File: src/rtl/glc_pkg.sv
// ----------------------------------------------------------------------------
// glc_pkg
// Shared constants and types of the glyph LRU tag store: entry layout, ring
// control bundle and walk sequencer states.
// ----------------------------------------------------------------------------
package glc_pkg;

    localparam int ENTRIES    = 64;
    localparam int KEY_W      = 32;
    localparam int SLOT_W     = $clog2(ENTRIES);
    localparam int CNT_W      = $clog2(ENTRIES + 1);
    localparam int SLOT_OUT_W = 6;
    localparam int OUT_DATA_W = 8;

    typedef struct packed {
        logic [KEY_W-1:0]  key;
        logic [SLOT_W-1:0] slot;
    } entry_t;

    typedef struct packed {
        logic   shift;
        logic   load;
        entry_t tail_d;
        entry_t front;
    } ring_ctl_t;

    typedef enum logic [1:0] {
        ST_IDLE,
        ST_WALK,
        ST_WRITE
    } walk_state_t;

endpackage

File: src/rtl/glc_cell.sv
// ----------------------------------------------------------------------------
// glc_cell
// One stage of the recency ring: holds a key and its slot number and takes
// the entry offered by its neighbour when enabled.
// ----------------------------------------------------------------------------
module glc_cell (
    input  logic            clk,
    input  logic            en,
    input  glc_pkg::entry_t d,
    output glc_pkg::entry_t q
);
    import glc_pkg::*;

    entry_t entry_reg;
    entry_t entry_next;

    always_comb
    begin
        entry_next = en ? d : entry_reg;
    end

    always_ff @(posedge clk)
    begin
        entry_reg <= entry_next;
    end

    assign q = entry_reg;

endmodule

File: src/rtl/glc_walk.sv
// ----------------------------------------------------------------------------
// glc_walk
// Walk sequencer: rotates the ring once per lookup, compares the entry at
// the observation point, ripples displaced entries back one place and writes
// the front entry when the rotation closes.
// ----------------------------------------------------------------------------
module glc_walk (
    input  logic                  clk,
    input  logic                  rst_n,
    input  logic                  s_tvalid,
    output logic                  s_tready,
    input  logic [31:0]           s_tdata,
    output logic                  m_tvalid,
    input  logic                  m_tready,
    output logic [7:0]            m_tdata,
    output logic                  m_tuser,
    input  glc_pkg::entry_t       point,
    output glc_pkg::ring_ctl_t    ctl
);
    import glc_pkg::*;

    walk_state_t             state_reg, state_next;
    logic [KEY_W-1:0]        key_reg, key_next;
    entry_t                  carry_reg, carry_next;
    logic [CNT_W-1:0]        pos_reg, pos_next;
    logic [CNT_W-1:0]        count_reg, count_next;
    logic                    stop_reg, stop_next;
    logic                    hit_reg, hit_next;
    logic                    out_valid_reg, out_valid_next;
    logic [SLOT_OUT_W-1:0]   out_slot_reg, out_slot_next;
    logic                    out_hit_reg, out_hit_next;

    logic                    full;
    logic                    in_list;
    logic                    at_free;
    logic                    match;
    logic                    out_free;
    logic                    swap;
    logic                    walk_end;
    logic [SLOT_W-1:0]       front_slot;

    always_comb
    begin
        full       = (count_reg == CNT_W'(ENTRIES));
        in_list    = (pos_reg < count_reg);
        at_free    = (pos_reg == count_reg) && !full;
        match      = (point.key == key_reg);
        out_free   = !out_valid_reg || m_tready;
        swap       = (state_reg == ST_WALK) && !stop_reg && (in_list || at_free);
        walk_end   = (pos_reg == CNT_W'(ENTRIES - 1));
        front_slot = (hit_reg || full) ? carry_reg.slot : count_reg[SLOT_W-1:0];
    end

    // next state
    always_comb
    begin
        state_next = state_reg;
        case (state_reg)
            ST_IDLE:
            begin
                if (s_tvalid)
                begin
                    state_next = ST_WALK;
                end
            end
            ST_WALK:
            begin
                if (walk_end)
                begin
                    state_next = ST_WRITE;
                end
            end
            ST_WRITE:
            begin
                if (out_free)
                begin
                    state_next = ST_IDLE;
                end
            end
            default:
            begin
                state_next = ST_IDLE;
            end
        endcase
    end

    // outputs
    always_comb
    begin
        s_tready         = 1'b0;
        ctl.shift        = 1'b0;
        ctl.load         = 1'b0;
        ctl.tail_d       = swap ? carry_reg : point;
        ctl.front.key    = key_reg;
        ctl.front.slot   = front_slot;
        case (state_reg)
            ST_IDLE:
            begin
                s_tready = 1'b1;
            end
            ST_WALK:
            begin
                ctl.shift = 1'b1;
            end
            ST_WRITE:
            begin
                ctl.load = out_free;
            end
            default:
            begin
                s_tready = 1'b0;
            end
        endcase
    end

    // datapath
    always_comb
    begin
        key_next       = key_reg;
        carry_next     = carry_reg;
        pos_next       = pos_reg;
        count_next     = count_reg;
        stop_next      = stop_reg;
        hit_next       = hit_reg;
        out_valid_next = out_valid_reg && !m_tready;
        out_slot_next  = out_slot_reg;
        out_hit_next   = out_hit_reg;
        case (state_reg)
            ST_IDLE:
            begin
                if (s_tvalid)
                begin
                    key_next  = s_tdata;
                    pos_next  = '0;
                    stop_next = 1'b0;
                    hit_next  = 1'b0;
                end
            end
            ST_WALK:
            begin
                pos_next = pos_reg + CNT_W'(1);
                if (!stop_reg)
                begin
                    if (in_list)
                    begin
                        carry_next = point;
                        if (match)
                        begin
                            stop_next = 1'b1;
                            hit_next  = 1'b1;
                        end
                    end
                    else if (at_free)
                    begin
                        stop_next = 1'b1;
                    end
                end
            end
            ST_WRITE:
            begin
                if (out_free)
                begin
                    out_valid_next = 1'b1;
                    out_slot_next  = SLOT_OUT_W'(front_slot);
                    out_hit_next   = hit_reg;
                    if (!hit_reg && !full)
                    begin
                        count_next = count_reg + CNT_W'(1);
                    end
                end
            end
            default:
            begin
                pos_next = pos_reg;
            end
        endcase
    end

    always_ff @(posedge clk or negedge rst_n)
    begin
        if (!rst_n)
        begin
            state_reg     <= ST_IDLE;
            pos_reg       <= '0;
            count_reg     <= '0;
            stop_reg      <= 1'b0;
            hit_reg       <= 1'b0;
            out_valid_reg <= 1'b0;
        end
        else
        begin
            state_reg     <= state_next;
            pos_reg       <= pos_next;
            count_reg     <= count_next;
            stop_reg      <= stop_next;
            hit_reg       <= hit_next;
            out_valid_reg <= out_valid_next;
        end
    end

    always_ff @(posedge clk)
    begin
        key_reg      <= key_next;
        carry_reg    <= carry_next;
        out_slot_reg <= out_slot_next;
        out_hit_reg  <= out_hit_next;
    end

    assign m_tvalid = out_valid_reg;
    assign m_tdata  = {{(OUT_DATA_W - SLOT_OUT_W){1'b0}}, out_slot_reg};
    assign m_tuser  = out_hit_reg;

endmodule

File: src/rtl/glyph_lru_cache.sv
// ----------------------------------------------------------------------------
// glyph_lru_cache
// Fully associative LRU tag store for glyph slots, kept as a ring of cells in
// recency order with move-to-front on every lookup.
//
//   channel  dir  tdata                         tuser
//   s_*      in   [31:0] char_key               -
//   m_*      out  [5:0] slot, [7:6] zero        [0] hit
//
// A lookup takes the transfer, rotates the ring of cells once past the single
// compare point, then writes the front cell and loads the result register.
// No new key is taken until the result register is loaded.
// Reset clears the fill count and the sequencer; cell contents are undefined
// until filled and are never compared beyond the fill count.
// A stalled result holds the block in its final write cycle.
// ----------------------------------------------------------------------------
module glyph_lru_cache (
    input  logic        clk,
    input  logic        rst_n,
    input  logic        s_tvalid,
    output logic        s_tready,
    input  logic [31:0] s_tdata,   // [31:0] char_key
    output logic        m_tvalid,
    input  logic        m_tready,
    output logic [7:0]  m_tdata,   // [5:0] slot, [7:6] zero
    output logic        m_tuser    // [0] hit
);
    import glc_pkg::*;

    entry_t    cell_q [ENTRIES];
    entry_t    cell_d [ENTRIES];
    logic      cell_en [ENTRIES];
    ring_ctl_t ctl;

    glc_walk u_walk (
        .clk      (clk),
        .rst_n    (rst_n),
        .s_tvalid (s_tvalid),
        .s_tready (s_tready),
        .s_tdata  (s_tdata),
        .m_tvalid (m_tvalid),
        .m_tready (m_tready),
        .m_tdata  (m_tdata),
        .m_tuser  (m_tuser),
        .point    (cell_q[0]),
        .ctl      (ctl)
    );

    for (genvar i = 0; i < ENTRIES; i++)
    begin : g_cell
        if (i == 0)
        begin : g_front
            assign cell_d[i]  = ctl.load ? ctl.front : cell_q[i+1];
            assign cell_en[i] = ctl.shift || ctl.load;
        end
        else if (i == ENTRIES - 1)
        begin : g_tail
            assign cell_d[i]  = ctl.tail_d;
            assign cell_en[i] = ctl.shift;
        end
        else
        begin : g_mid
            assign cell_d[i]  = cell_q[i+1];
            assign cell_en[i] = ctl.shift;
        end

        glc_cell u_cell (
            .clk (clk),
            .en  (cell_en[i]),
            .d   (cell_d[i]),
            .q   (cell_q[i])
        );
    end

endmodule
File: config.mk
export PLATFORM = sky130hd
export DESIGN_NAME = glyph_lru_cache
export DESIGN_NICKNAME = d
export VERILOG_FILES = /design/src/rtl/glc_pkg.sv /design/src/rtl/glc_cell.sv /design/src/rtl/glc_walk.sv /design/src/rtl/glyph_lru_cache.sv
export SDC_FILE = /design/constraint.sdc
export NUM_CORES = 1
export LEC_CHECK = 0
export ABC_CLOCK_PERIOD_IN_PS = 164400
export BUFFER_PORTS_ARGS = -buffer_cell sky130_fd_sc_hd__buf_2
export CORE_MARGIN = 8
export CORE_UTILIZATION = 45
export CTS_CLUSTER_DIAMETER = 100
export DETAILED_ROUTE_END_ITERATION = 8
export PLACE_DENSITY_LB_ADDON = 0.2
export RECOVER_POWER = 100
export SKIP_LAST_GASP = 1
export SYNTH_ARGS = -nofsm -noshare
export SYNTH_HDL_FRONTEND = slang
export SYNTH_SLANG_ARGS = --single-unit
File: constraint.sdc
create_clock -name clk -period 164.4 [get_ports clk]
set_input_delay 8.22 -clock clk [delete_from_list [all_inputs] [get_ports clk]]
set_output_delay 8.22 -clock clk [all_outputs]
set_load 0.02 [all_outputs]
==> impl_metrics.json <==
{
  "fin_skew_ps": 52.0,
  "design.portCount": 47,
  "rsz0062_at_grt": "no",
  "leakagePower_uw": 0.0356,
  "path_cells": "nand2b_1, clkinvlp_2, clkbuf_1, clkbuf_1, clkbuf_1",
  "worst_skew_late_latency_ps": 840,
  "aggregate_negative_setup_slack_ps": 0,
  "drc_viols": 0,
  "fin_crit_sh_pct": 15.8,
  "layout_cells_sized_above_1_pct": 13.0,
  "synth_top_area_cell": "edfxtp_1",
  "clock_tree.buffer_depth": 3,
  "post_synth_instance_area_mm2": 0.0779,
  "post_synthesis_async_set_or_reset_flop_share_pct": 0.752,
  "finalWorstPathRequiredPeriod_ps": 26020,
  "layout-area-overhead-vs-synth_pct": 13.9,
  "max_slew_margin_pct": -532,
  "total_of_buffers_placed_on_input_and_output_ports": 44,
  "tritoncts.num_buffers": 236,
  "final-max-slew-violation-count": 2610,
  "clockRootBuffer": "clkbuf_16",
  "yosys_warnings": 0,
  "cp-end-kind": "register",
  "post_cts_buffers": 0,
  "grt_overall_usage_pct": 10.6,
  "grt_remaining_overflow": 0,
  "tightestPinTransition_ps": 9480,
  "synthMostInstantiatedCell": "edfxtp_1",
  "drt_first_pass_iters": 5,
  "antenna_violations_before_repair": 2,
  "timing.critical_path.required_ps": 164530,
  "tritoncts": "done",
  "first_global_vias": 26200,
  "die_w_um": 432,
  "max_clock_freq_mhz": 38.4,
  "global_route_wire_length_before_repair_mm": 157,
  "ys_types": 39,
  "cts.reportedPaths.clkPinSlew_ps": 60,
  "yosys_most_used_dff": "edfxtp_1",
  "floorplan.rows": 152,
  "vias": 25900,
  "worstSetupPathType": "reg -> reg",
  "synth.yosys.seq_area_share_pct": 97.4,
  "run_status": "complete, but fails checks",
  "yosys-top-cells-count": "edfxtp_1, mux2_2, xnor2_1",
  "floorplan.initialDensity_pct": 45.3,
  "nets": 3101,
  "syn_area_per_cell_um2": 28.2,
  "resize_count_post_cts": 0,
  "critPathMaxFanout": 204,
  "die_height_um": 432,
  "ant_nets": 0,
  "synth.area.top_cells": "edfxtp_1, mux2_2, dfrtp_1",
  "initial_drc_count": 2436,
  "startpoint_type": "register",
  "cpLargestDelayFamily": "buffers and inverters",
  "core_area_mm2": 0.172,
  "cts-hold-fix-buffers": 0,
  "routabilityCongestion": 0.748,
  "critPathMaxStageDelay_ps": 6980,
  "crit_slowest_cell": "clkbuf_1",
  "report.final.hold_viol_count": 0,
  "class_of_the_most_critical_hold_timing_path": "reg -> reg",
  "vias_per_cell": 4.66,
  "clock_sinks": 2528,
  "critical-path-top-cell-by-count": "clkbuf_1",
  "largest_reg_flops": 2432,
  "die_area_mm2": 0.187,
  "failed_checks": "max-capacitance violations, max-slew violations",
  "drt-wirelength-per-cell_um": 17.4,
  "synthDominantCellAreaShare_pct": 96.8,
  "grt_max_degree": 205,
  "max-vdd-ir-drop_mv": 0.0107,
  "power.density_mw_per_mm2": 13.9,
  "cts.htree.levels": 4,
  "ys_ff_latch": 2528,
  "timing.max_cap.violations": 26,
  "synth_enable_flop_cells": 2509,
  "cp_data_arrival_time_ps": 26150,
  "critPathBufInv": 4,
  "postRouteWirelength_mm": 96.8,
  "post_synth_inst_count": 2759,
  "hpwl_mm": 44.1,
  "holdWs_ps": 374,
  "setup_violations": 0
}
==> path summary, 6_finish.rpt <==
kind                       cells after the start                                end  slack (ps)                               from
min in group asynchronous                      1        u_walk.stop_reg$_DFFE_PN0P_        7560                              rst_n
min reg2reg                                    0  g_cell[25].u_cell.q[16]$_DFFE_PP_         370  g_cell[26].u_cell.q[16]$_DFFE_PP_
max reg2reg                                    5  g_cell[34].u_cell.q[34]$_DFFE_PP_      138380    u_walk.state_reg[1]$_DFFE_PN0P_
max                                            5  g_cell[34].u_cell.q[34]$_DFFE_PP_      138380    u_walk.state_reg[1]$_DFFE_PN0P_
max in group asynchronous                      1    u_walk.count_reg[2]$_DFFE_PN0P_      156210                              rst_n
min                                            0  g_cell[25].u_cell.q[16]$_DFFE_PP_         370  g_cell[26].u_cell.q[16]$_DFFE_PP_
==> where the power goes <==
part           internal (uW)  leakage (uW)        switching (uW)
clock network            311       0.00378                   226
registers                698        0.0309  0.000000000000000528
logic                  0.286      0.000989                 0.248
==> routing by layer <==
layer / track usage [%] / up-vias / share of wire, %
met2: 14.3 / 378 / 44
met3: 2.43 / 237 / 3.8
li1: - / 11800 / -
met5: 0 / - / 0
met1: 16.2 / 13500 / 49
met4: 4.91 / 0 / 4.0
==> worst reg2reg max path: cells and delay by family (launching register included) <==
family                 cells  cell delay, ps
DFF                        1             380
buffers and inverters      4           24300
and+or+nand+nor            1             320
==> cell families (layout without fill, tap and decap cells) <==
logic type               after synthesis  in the layout  synth area share, %
other                                  1              3              0.00482
buffers and inverters                 24            519                0.183
multiplexers                          82             82                 1.28
AND/OR/NAND/NOR                       49             49                0.347
AO/OA/AOI/OAI                         26             26                0.215
flip-flops                          2528           2528                 97.4
XOR/XNOR                              39             39                0.439
adder cells (fa/ha/maj)               10             10                0.161
==> through the flow <==
stage | power, uW | cell area [um^2] | worst slack [ps] | std cells | util (%)
2_1_floorplan | 711 | 77900 | 111960 | 2760 | -
3_3_place_gp | 712 | 81200 | 154430 | 5127 | 47.3
3_5_place_dp | 712 | 81200 | 154290 | 5127 | 47.3
4_1_cts | 1250 | 88900 | 154510 | 5565 | 51.8
5_1_grt | 1280 | 88700 | 135510 | 5565 | 51.6
6_report | 1230 | 88700 | 138380 | 5566 | 51.6
==> layout by cell type (no fill, tap or decap), drive strengths merged, types with 2 or more instances in the layout <==
cell type  count
dfrtp         19
nor3           2
nor4           4
conb           2
buf           34
o21ai         12
inv           16
nand3          7
a31oi          3
mux2          82
nand4         11
bufinv        28
a21oi          3
o31ai          2
edfxtp      2509
o211ai         2
clkinvlp       6
or2            2
nand2         10
clkinv       113
xnor2         38
clkbuf       322
nor2           5
nand2b         3
ha            10
==> final cells by class <==
class                   count  area (um^2)
flip-flops and latches   2528        75800
inverters                  12         46.3
multi-input cells         208         1840
well taps                2310         2890
clock inverters           151         1610
repair buffers             69          302
clock buffers             287         6160
fillers                 12900        83100
diodes                      1         2.50
Note: power is estimated with default switching activity, not from simulation.
